[src/rtl/lpg_pkg.sv]
`default_nettype none
package lpg_pkg;

	// Default generator width.
	localparam int LcgBitsDefault = 13;

	// Generator constants.
	localparam int unsigned LcgMul = 845;
	localparam int unsigned LcgAdd = 2625;

	// Rejected pairs allowed per request before the zero pair is taken.
	localparam int unsigned MaxTries = 4096;

	// ln 2 in Q0.32.
	localparam logic [31:0] Ln2Q32 = 32'd2977044472;

	// Configuration register indexes.
	localparam logic [1:0] RegSeed   = 2'd0;
	localparam logic [1:0] RegMean   = 2'd1;
	localparam logic [1:0] RegStdDev = 2'd2;

	// Operand width of the shared multiplier.
	localparam int MulW = 32;

endpackage
`default_nettype wire

[src/rtl/lcg_polar_gaussian_generator.sv]
// A request walks the pair draw, the squares, the check, up to 24 normalize steps, the
// 24-step logarithm, the 54-step divider, the 27-step square root and two multiplies per
// sample; each rejected pair draws again. The x sample comes first, then the y sample. One
// shared 32x32 multiplier serves the squares, the logarithm, the ln 2 scaling and the samples.
// One request at a time: a new request is taken only in idle, and in_stall is high otherwise.
// Reset clears the sequencer, the output valid flag and the generator, mean = 0, std_dev = 1.0.
`default_nettype none
module lcg_polar_gaussian_generator
	import lpg_pkg::*;
#(
	parameter int LCG_BITS = LcgBitsDefault
) (
	input  wire logic               clk,
	input  wire logic               arst_n,
	input  wire logic               in_valid,
	output logic                    in_stall,
	input  wire logic               generate_req,
	output logic                    out_valid,
	input  wire logic               out_stall,
	output logic signed [31:0]      sample,
	output logic                    last,
	input  wire logic               cfg_we,
	input  wire logic [1:0]         cfg_index,
	input  wire logic [23:0]        cfg_data
);

	localparam int Dn = (LCG_BITS > 13) ? LCG_BITS - 13 : 0;
	localparam int Up = (LCG_BITS < 13) ? 13 - LCG_BITS : 0;
	localparam int LinW = LCG_BITS + 12;

	typedef enum logic [13:0] {
		S_IDLE  = 14'b00000000000001,
		S_DRAWX = 14'b00000000000010,
		S_DRAWY = 14'b00000000000100,
		S_SQX   = 14'b00000000001000,
		S_SQY   = 14'b00000000010000,
		S_CHECK = 14'b00000000100000,
		S_NORM  = 14'b00000001000000,
		S_LOG   = 14'b00000010000000,
		S_LN    = 14'b00000100000000,
		S_DIV   = 14'b00001000000000,
		S_SQRT  = 14'b00010000000000,
		S_MUL1  = 14'b00100000000000,
		S_MUL2  = 14'b01000000000000,
		S_EMIT  = 14'b10000000000000
	} state_t;

	state_t                 state_q;
	logic [LCG_BITS-1:0]    lcg_q;
	logic signed [23:0]     mean_q;
	logic [15:0]            std_q;
	logic signed [13:0]     ux_q, uy_q;
	logic [25:0]            acc_q;
	logic [11:0]            tries_q;
	logic [23:0]            m_q;
	logic [4:0]             e_q;
	logic [30:0]            mm_q;
	logic [23:0]            frac_q;
	logic [5:0]             cnt_q;
	logic [53:0]            dvd_q;
	logic [23:0]            rem_q;
	logic [53:0]            v_q, res_q, bit_q;
	logic [26:0]            f_q;
	logic                   sel_y_q;
	logic [28:0]            p_q;
	logic [55:0]            mag_q;
	logic                   out_valid_q;
	logic signed [31:0]     sample_q;
	logic                   last_q;

	// Next generator value and its uniform in Q0.12.
	logic [LinW-1:0]        lin;
	logic [LCG_BITS-1:0]    lcg_next;
	logic [LinW-1:0]        scaled;
	logic signed [13:0]     u_next;

	assign lin = LinW'(lcg_q) * LinW'(LcgMul) + LinW'(LcgAdd);
	assign lcg_next = lin[LCG_BITS-1:0];
	assign scaled = (LinW'(lcg_next) >> Dn) << Up;
	assign u_next = $signed({1'b0, scaled[12:0]}) - 14'sd4096;

	// Magnitudes of the pair.
	logic [12:0] ax, ay, au;
	logic [13:0] ax_w, ay_w;
	assign ax_w = ux_q[13] ? 14'(-ux_q) : 14'(ux_q);
	assign ay_w = uy_q[13] ? 14'(-uy_q) : 14'(uy_q);
	assign ax = ax_w[12:0] | {ax_w[13], 12'b0};
	assign ay = ay_w[12:0] | {ay_w[13], 12'b0};
	assign au = sel_y_q ? ay : ax;

	// Exponent and fraction of log2(S) turned into 24 - log2(S).
	logic [28:0] t_val;
	assign t_val = (29'(24) << 24) - ({e_q, 24'b0} + 29'(frac_q));

	// Shared multiplier operands.
	logic [MulW-1:0]   mul_a, mul_b;
	logic [2*MulW-1:0] prod;

	always_comb begin
		mul_a = '0;
		mul_b = '0;
		case (state_q)
			S_SQX: begin
				mul_a = MulW'(ax);
				mul_b = MulW'(ax);
			end
			S_SQY: begin
				mul_a = MulW'(ay);
				mul_b = MulW'(ay);
			end
			S_LOG: begin
				mul_a = MulW'(mm_q);
				mul_b = MulW'(mm_q);
			end
			S_LN: begin
				mul_a = MulW'(t_val);
				mul_b = Ln2Q32;
			end
			S_MUL1: begin
				mul_a = MulW'(au);
				mul_b = MulW'(std_q);
			end
			S_MUL2: begin
				mul_a = MulW'(p_q);
				mul_b = MulW'(f_q);
			end
			default: begin
				mul_a = '0;
				mul_b = '0;
			end
		endcase
	end

	lpg_mul u_mul (
		.a(mul_a),
		.b(mul_b),
		.p(prod)
	);

	// One squaring step of the logarithm.
	logic [31:0] sq;
	assign sq = prod[61:30];

	// Rounded -ln s in Q.24.
	logic [63:0] ln_sum;
	assign ln_sum = prod + 64'h80000000;

	// Division step.
	logic [24:0] trial;
	logic        q_bit;
	assign trial = {rem_q, dvd_q[53]};
	assign q_bit = trial >= {1'b0, acc_q[23:0]};

	// Square root step.
	logic [53:0] rb;
	assign rb = res_q + bit_q;

	// Final rounding, sign, offset and saturation.
	logic [32:0]        r_mag;
	logic signed [35:0] v_sum;
	logic signed [31:0] v_sat;
	assign r_mag = 33'((57'(mag_q) + 57'(1 << 23)) >> 24);
	always_comb begin
		v_sum = (sel_y_q ? uy_q[13] : ux_q[13]) ? -$signed({3'b0, r_mag})
			: $signed({3'b0, r_mag});
		v_sum = v_sum + 36'(mean_q);
		if (v_sum > 36'sd2147483647) begin
			v_sat = 32'sh7fffffff;
		end else if (v_sum < -36'sd2147483648) begin
			v_sat = 32'sh80000000;
		end else begin
			v_sat = 32'(v_sum);
		end
	end

	assign in_stall = (state_q != S_IDLE);
	assign out_valid = out_valid_q;
	assign sample = sample_q;
	assign last = last_q;

	// Control state and configuration.
	always_ff @(posedge clk or negedge arst_n) begin
		if (!arst_n) begin
			state_q <= S_IDLE;
			lcg_q <= '0;
			mean_q <= '0;
			std_q <= 16'd256;
			out_valid_q <= 1'b0;
			tries_q <= '0;
			cnt_q <= '0;
			sel_y_q <= 1'b0;
		end else begin
			if (out_valid_q && !out_stall) begin
				out_valid_q <= 1'b0;
			end
			if (cfg_we) begin
				case (cfg_index)
					RegSeed:   lcg_q <= LCG_BITS'(cfg_data[12:0]);
					RegMean:   mean_q <= $signed(cfg_data);
					RegStdDev: std_q <= cfg_data[15:0];
					default:   ;
				endcase
			end
			case (state_q)
				S_IDLE: begin
					if (in_valid && generate_req) begin
						tries_q <= '0;
						state_q <= S_DRAWX;
					end
				end
				S_DRAWX: begin
					lcg_q <= lcg_next;
					state_q <= S_DRAWY;
				end
				S_DRAWY: begin
					lcg_q <= lcg_next;
					state_q <= S_SQX;
				end
				S_SQX: state_q <= S_SQY;
				S_SQY: state_q <= S_CHECK;
				S_CHECK: begin
					if (acc_q != '0 && acc_q < 26'(1 << 24)) begin
						state_q <= S_NORM;
					end else if (tries_q == 12'(MaxTries - 1)) begin
						sel_y_q <= 1'b0;
						state_q <= S_MUL1;
					end else begin
						tries_q <= tries_q + 12'd1;
						state_q <= S_DRAWX;
					end
				end
				S_NORM: begin
					if (m_q[23]) begin
						cnt_q <= 6'd23;
						state_q <= S_LOG;
					end
				end
				S_LOG: begin
					cnt_q <= cnt_q - 6'd1;
					if (cnt_q == '0) begin
						state_q <= S_LN;
					end
				end
				S_LN: begin
					cnt_q <= 6'd53;
					state_q <= S_DIV;
				end
				S_DIV: begin
					cnt_q <= cnt_q - 6'd1;
					if (cnt_q == '0) begin
						cnt_q <= 6'd26;
						state_q <= S_SQRT;
					end
				end
				S_SQRT: begin
					cnt_q <= cnt_q - 6'd1;
					if (cnt_q == '0) begin
						sel_y_q <= 1'b0;
						state_q <= S_MUL1;
					end
				end
				S_MUL1: state_q <= S_MUL2;
				S_MUL2: state_q <= S_EMIT;
				S_EMIT: begin
					if (!out_valid_q) begin
						out_valid_q <= 1'b1;
						if (sel_y_q) begin
							state_q <= S_IDLE;
						end else begin
							sel_y_q <= 1'b1;
							state_q <= S_MUL1;
						end
					end
				end
				default: state_q <= S_IDLE;
			endcase
		end
	end

	// Datapath registers.
	always_ff @(posedge clk) begin
		case (state_q)
			S_DRAWX: ux_q <= u_next;
			S_DRAWY: uy_q <= u_next;
			S_SQX: acc_q <= prod[25:0];
			S_SQY: acc_q <= acc_q + prod[25:0];
			S_CHECK: begin
				m_q <= acc_q[23:0];
				e_q <= 5'd23;
				frac_q <= '0;
				if (!(acc_q != '0 && acc_q < 26'(1 << 24))
						&& tries_q == 12'(MaxTries - 1)) begin
					ux_q <= '0;
					uy_q <= '0;
					f_q <= '0;
				end
			end
			S_NORM: begin
				if (m_q[23]) begin
					mm_q <= {m_q, 7'b0};
				end else begin
					m_q <= {m_q[22:0], 1'b0};
					e_q <= e_q - 5'd1;
				end
			end
			S_LOG: begin
				mm_q <= sq[31] ? sq[31:1] : sq[30:0];
				frac_q <= {frac_q[22:0], sq[31]};
			end
			S_LN: begin
				dvd_q <= {ln_sum[60:32], 25'b0};
				rem_q <= '0;
			end
			S_DIV: begin
				rem_q <= q_bit ? 24'(trial - {1'b0, acc_q[23:0]}) : trial[23:0];
				dvd_q <= {dvd_q[52:0], q_bit};
				if (cnt_q == '0) begin
					v_q <= {dvd_q[52:0], q_bit};
					res_q <= '0;
					bit_q <= 54'(1) << 52;
				end
			end
			S_SQRT: begin
				if (v_q >= rb) begin
					v_q <= v_q - rb;
					res_q <= (res_q >> 1) + bit_q;
				end else begin
					res_q <= res_q >> 1;
				end
				bit_q <= bit_q >> 2;
				if (cnt_q == '0) begin
					f_q <= (v_q >= rb) ? 27'((res_q >> 1) + bit_q) : 27'(res_q >> 1);
				end
			end
			S_MUL1: p_q <= prod[28:0];
			S_MUL2: mag_q <= prod[55:0];
			S_EMIT: begin
				if (!out_valid_q) begin
					sample_q <= v_sat;
					last_q <= sel_y_q;
				end
			end
			default: ;
		endcase
	end

endmodule
`default_nettype wire

[src/rtl/lpg_mul.sv]
`default_nettype none
module lpg_mul
	import lpg_pkg::*;
(
	input  wire logic [MulW-1:0]   a,
	input  wire logic [MulW-1:0]   b,
	output logic      [2*MulW-1:0] p
);

	// Unsigned product shared by the multiplying steps of the sequencer.
	assign p = (2*MulW)'(a) * (2*MulW)'(b);

endmodule
`default_nettype wire
[config.mk]
export PLATFORM = sky130hd
export DESIGN_NAME = lcg_polar_gaussian_generator
export DESIGN_NICKNAME = d
export VERILOG_FILES = /design/src/rtl/lpg_pkg.sv /design/src/rtl/lcg_polar_gaussian_generator.sv /design/src/rtl/lpg_mul.sv
export SDC_FILE = /design/constraint.sdc
export NUM_CORES = 2
export LEC_CHECK = 0
export BUFFER_PORTS_ARGS = -buffer_cell sky130_fd_sc_hd__buf_2
export CELL_PAD_IN_SITES_DETAIL_PLACEMENT = 1
export CELL_PAD_IN_SITES_GLOBAL_PLACEMENT = 1
export CORE_ASPECT_RATIO = 1.75
export CORE_MARGIN = 8
export CORE_UTILIZATION = 50
export CTS_CLUSTER_SIZE = 25
export DETAILED_ROUTE_END_ITERATION = 7
export PLACE_DENSITY = 0.91
export REMOVE_ABC_BUFFERS = 1
export SLEW_MARGIN = 25
export SYNTH_ARGS = -nofsm -noshare
export SYNTH_HDL_FRONTEND = slang
export SYNTH_SLANG_ARGS = --single-unit
[constraint.sdc]
create_clock -name clk -period 31.4 [get_ports clk]
set_input_delay 6.28 -clock clk [delete_from_list [all_inputs] [get_ports clk]]
set_output_delay 6.28 -clock clk [all_outputs]
set_load 0.01 [all_outputs]
==> After elaboration in Yosys (flattened, before gate mapping) <==
Cells that the tools add are included.
Widths: inputs -> output; s select.
{ "totals": {"register_bits": 610, "latch_bits": 0, "ram_bits": 0, "rom_bits": 0, "input_bits": 32, "out_inout_bits": 35, "word_cells": 187, "memories": 0} }
{ "op_classes": {"add_sub_neg": 18, "n_mul": 2, "div_mod_pow": 0, "order_cmp": 5, "n_eq_ne": 30, "shift": 0, "mux": 63, "bitwise_logic": 3, "reduce_logical": 40} }
{ "ops": {"columns": ["cell", "n"], "rows": [
  ["$pmux 54 s2", 4],
  ["$mux 54", 5],
  ["$pmux 14 s14", 1],
  ["$pmux 32 s6", 1],
  ["$pmux 31 s6", 1],
  ["$pmux 24 s2", 3],
  ["$mux 14", 9],
  ["$mux 27", 3],
  ["$mux 12", 6],
  ["$mul 31x32->62", 1],
  ["$mux 31", 2],
  ["$pmux 31 s2", 1],
  ["$add 61x32->61 const B", 1],
  ["$add 56x24->57 const B", 1],
  ["$pmux 14 s2", 2],
  ["$add 53x54->54", 1],
  ["$add 54x54->54", 1],
  ["$ge 54x54->1", 1],
  ["$pmux 27 s2", 1],
  ["$sub 54x54->54", 1],
  ["$mux 13", 4],
  ["$pmux 26 s2", 1],
  ["$mux 24", 2],
  ["$add 36x24->36", 1],
  ["other kinds (60)", 107]
]} }

==> Longest topological paths before layout <==
{ "logic_depth": {"word_depth": 8, "depth_mapped": 47, "mapped_depth_nobuf": 45} }

==> Hierarchy <==
From an unflattened synthesis, not the netlist that was laid out.
{ "hier_totals": {"hier_cells": 7741, "area_unflattened_um2": 72580.9} }
{ "by_module_without_submodules": {"columns": ["module", "instances", "cells_per_inst", "area_per_inst_um2", "seq_area_each_um2"], "rows": [
  ["lcg_polar_gaussian_generator", 1, 4003, 39076.2, 16323.2],
  ["lpg_mul", 1, 3738, 33504.6, 0.0]
]} }

==> Worst setup path after synthesis <==
OpenSTA, ideal clock, no wires.
{ "synth_path": {"path_kind": "register -> register", "start": "register state_q[9]", "end": "register dvd_q[43] (data pin)", "arrival_ps": 11423, "t_required_ps": 31130, "slack_ps": 19707, "path_stages_with_launch": 37, "n_path_buf": 4, "period_less_slack_ps": 11693, "cell_sequence": "dfrtp_1 -> nor4_1 -> nand4_1 -> or3_1 -> nor3b_1 -> clkbuf_1 -> buf_1 -> clkbuf_1 -> a22o_1 -> clkbuf_1 -> nand2_1 -> fa_1 -> inv_1 -> fa_1 -> inv_1 -> fa_1 -> inv_1 -> fa_1 -> inv_1 -> fa_1 -> fa_1 -> fa_1 -> fa_1 -> inv_1 -> ha_1 -> a21o_1 -> a21o_1 -> a221oi_1 -> o21a_1 -> nor2_1 -> or3b_2 -> a211oi_1 -> nand4_1 -> or2_2 -> nor2_1 -> xnor2_1 -> a21oi_1"} }
{ "synth_via": {"elab_chain_cells": 5, "word_cells_on_any_way": 12} }
{ "synth_lines": {"columns": ["element", "line", "source"], "rows": [
  ["start, declared", "lcg_polar_gaussian_generator.sv:48", "state_t state_q;"],
  ["start signal, assigned", "lcg_polar_gaussian_generator.sv:184", "state_q <= S_IDLE;"],
  ["start signal, assigned", "lcg_polar_gaussian_generator.sv:208", "state_q <= S_DRAWX;"],
  ["start signal, assigned", "lcg_polar_gaussian_generator.sv:213", "state_q <= S_DRAWY;"],
  ["$eq 14x13->1 (tied with other cells)", "lcg_polar_gaussian_generator.sv:102", "case (state_q)"],
  ["$pmux 31 s6 / $pmux 32 s6 (equally long branches)", "lcg_polar_gaussian_generator.sv:102", null],
  ["$mul 31x32->62", "lpg_mul.sv:11", "assign p = (2*MulW)'(a) * (2*MulW)'(b);"],
  ["$add 61x32->61", "lcg_polar_gaussian_generator.sv:146", "assign ln_sum = prod + 64'h80000000;"],
  ["$pmux 54 s2 (*)", "lcg_polar_gaussian_generator.sv:282", "case (state_q)"],
  ["end signal, assigned", "lcg_polar_gaussian_generator.sv:311", "dvd_q <= {ln_sum[60:32], 25'b0};"],
  ["end signal, assigned", "lcg_polar_gaussian_generator.sv:316", "dvd_q <= {dvd_q[52:0], q_bit};"],
  ["end, declared", "lcg_polar_gaussian_generator.sv:60", "logic [53:0] dvd_q;"]
]} }
Every way passes the cells marked *; elsewhere a longest branch is shown, timed or not.
A chain may end at the register's enable or synchronous reset.

==> Final worst setup path <==
{ "layout_path": {"start": "register frac_q[2]", "end": "register dvd_q[53] (data pin)"} }
{ "layout_via": {"elab_chain_cells": 6} }
{ "layout_lines": {"columns": ["element", "line", "source"], "rows": [
  ["start, declared", "lcg_polar_gaussian_generator.sv:58", "logic [23:0] frac_q;"],
  ["start signal, assigned", "lcg_polar_gaussian_generator.sv:308", "frac_q <= {frac_q[22:0], sq[31]};"],
  ["$add 29x24->29", "lcg_polar_gaussian_generator.sv:93", "assign t_val = (29'(24) << 24) - ({e_q, 24'b0} + 29'(frac_q));"],
  ["$sub 29x29->29", "lcg_polar_gaussian_generator.sv:93", null],
  ["$pmux 31 s6", "lcg_polar_gaussian_generator.sv:102", null],
  ["$mul 31x32->62", "lpg_mul.sv:11", null],
  ["via prod[37]", "lcg_polar_gaussian_generator.sv:97", "logic [2*MulW-1:0] prod;"],
  ["$add 61x32->61", "lcg_polar_gaussian_generator.sv:146", null],
  ["$pmux 54 s2", "lcg_polar_gaussian_generator.sv:282", null]
]} }
The timed path passes the listed nets, and every way through them passes these cells.

==> results.yml <==
outcome:
  status: "complete, no violations"
floorplanning:
  die_width_um: 300
  core_area_um2: 141000
  die_y_um: 513
  die_area_um2: 154000
  initial_core_util_pct: 50.3
  ioPinCount: 67
  row_count: 182
finish:
  drive_gt1_share_pct: 6.56
  area_delta_synth_final_pct: 6.36
  fin_nets: 9118
  instances_no_fill: 9563
  design_area_um2: 75200
routing:
  ant_nets: 0
  avgViaCountPerCell: 6.41
  drt_iter0_markers: 4342
  post_drt_wl_per_cell_um: 33.2
  wl_um: 317000
  num_vias: 61300
  drcViolationCount: 0
  drtPass1Iterations: 5
timing:
  setup_tns_ps: 0
  rsz0062_at_grt: "false"
  fin_crit_ps: 14130
  max_freq_ghz: 0.0708
  hold_viol: 0
  finClkSkew_ps: 39.3
  tightestPinTransition_ps: 1170
  setup_violations: 0
  relSlewSlack_pct: 21.1
  maxSlewViolCount: 0
  fin_crit_sh_pct: 45.0
global_routing:
  grt.met3_usage_pct: 8.52
  met2_usage_pct: 70.0
  antenna_found_initial: 22
  gr-usage-met1_pct: 37.6
  grt_max_degree: 83
  grt_pass1_wl_um: 459000
  grt-busiest-layer: "met2"
  grt.overflow.total: 0
  grt_usage_pct: 41.0
  grt_pass1_vias: 68900
critical_path:
  required_ps: 31740
  max_stage_delay_ps: 830
  worst_setup_path_start_kind: "register"
  criticalPathCategory: "reg -> reg"
  cp_slowest_cell: "xor2_1"
  cp_max_fo: 10
  critical_path_arrival_ps: 14470
  path_common_cell: "fa_1"
  crit_path_end_kind: "register"
yosys:
  synth.most_common_cell: "inv_1"
  synth_top_area_cell: "fa_1"
  yosysUniqueCellTypes: 103
  synth_top_area_share_pct: 25.1
  synth_edf_count: 471
  synth_common_cells: "inv_1 (1142), nand2_1 (1050), fa_1 (886)"
  synth_seq_area_share_pct: 23.1
  async_reset_ff_share_pct: 15.6
  syn-cell-area_um2: 70700
  yosys_warnings: 0
  synth.area.top_cells: "fa_1 (25%), edfxtp_1 (20%), ha_1 (9.4%)"
  synth_flop_cell: "edfxtp_1"
  postSynthCellCount: 7741
  ys_ff_latch: 558
  synth_area_per_cell_um2: 9.13
clock_network:
  post_cts_buffers: 0
  clockRootBuffer: "clkbuf_16"
  cts_tree: "yes"
  clk_pin_slew_worst_paths_ps: 80
  cts_hold_buf: 0
  clk-insertion-delay-late_ps: 660
  htree_levels: 2
  cts_buffers: 50
  cts_sinks: 558
  clockBufferDepth: 3
  cts_resized: 0
worst_hold_path:
  hp-class: "reg -> reg"
power:
  powerDensity_nw_per_um2: 42.5
  vdd_ir_drop_max_mv: 0.157
  power_leakage_nw: 34.1
placement:
  gp_congestion: 1.13
  dp.cells: 9451
  placed_cell_area_um2: 73400
  hpwl_um: 249000
  io_buffers: 66
flow_run:
  maxCapViolCount: 0
[worst max-delay path: cells and delay by family, from the launching register on]
kind,cells,cell delay (ps)
flops,1,360
buf+inv,4,1030
compound gates,13,3810
fa+ha+maj,10,4700
simple gates,8,2700
xor+xnor,3,1220
[cell families (layout without fill, tap and decap cells)]
kind of cell / Yosys count / after routing / share of synthesized area [%]
fa+ha+maj: 1417 / 1417 / 34.5
other cells: 1 / 14 / 0.00530
flops: 558 / 558 / 23.1
buf+inv: 1486 / 1455 / 7.98
compound gates: 1373 / 1373 / 12.6
mux: 94 / 94 / 1.41
xor+xnor: 431 / 431 / 5.34
simple gates: 2381 / 2381 / 15.1
[sequential cells by signal, summed over array words and instances (netlist names), 29 cells and up]
name,cells
dvd_q,54
mag_q,33
mm_q,31
p_q,29
res_q,54
sample,32
v_q,54
[final timing paths]
| check | start | to | slack, ps | cells after the start |
|---|---|---|---|---|
| worst min-delay path | mean_q[15] | mean_q[15] | 530 | 1 |
| worst min register to register | mean_q[15] | mean_q[15] | 530 | 1 |
| worst max-delay path | frac_q[2] | dvd_q[53] | 17270 | 38 |
| max in group asynchronous | arst_n | tries_q[2] | 24510 | 2 |
| min in group asynchronous | arst_n | mean_q[17] | 5570 | 1 |
| worst max register to register | frac_q[2] | dvd_q[53] | 17270 | 38 |
[power breakdown]
part / internal (mW) / total [mW] / switching [mW]
registers: 0.951 / 0.995 / 0.0441
logic: 0.524 / 1.52 / 0.998
clock network: 0.339 / 0.680 / 0.341
[final cells by class]
cell class	instances	area (um^2)
Antenna cell	13	32.5
Clock buffer	53	1280
Clock inverter	40	392
Fill cell	16100	65300
Inverter	1146	4300
Multi-Input combinational cell	5697	49100
Sequential cell	558	16300
Tap cell	1840	2300
Timing Repair Buffer	216	1480
[placed cells by master, fill, tap and decap left out, drive strengths merged, types with 41 or more instances in the layout]
cell type and instances:
a211oi 77, a21o 124, a21oi 349, a31oi 69, and2 111, and3 41
buf 216, clkbuf 53, dfrtp 85, edfxtp 471, fa 886, ha 531
inv 1157, mux2 47, mux2i 47, nand2 1052, nand3 90, nand4 67
nor2 660, nor2b 48, nor3 84, o21ai 350, o21bai 48, xnor2 234
xor2 197
[metal layers]
layer,up-vias,share of wire [%]
li1,25400,-
met1,31200,29
met2,2949,49
met3,1737,6.4
met4,6,15
met5,-,0.011
[per-stage QoR]
| stage | utilization (%) | power, mW | worst slack, ps | hold slack (ps) |
|---|---|---|---|---|
| 5_1_grt | 53.5 | 3.35 | 17030 | 542 |
| 3_3_place_gp | 52.2 | 2.42 | 17550 | 495 |
| 4_1_cts | 53.4 | 3.19 | 17580 | 527 |
| 6_report | 53.5 | 3.20 | 17270 | 532 |
| 3_5_place_dp | 52.2 | 2.50 | 17700 | 511 |
| 2_1_floorplan | - | 1.96 | 10970 | 479 |
Power figures use the tool's default switching activity.
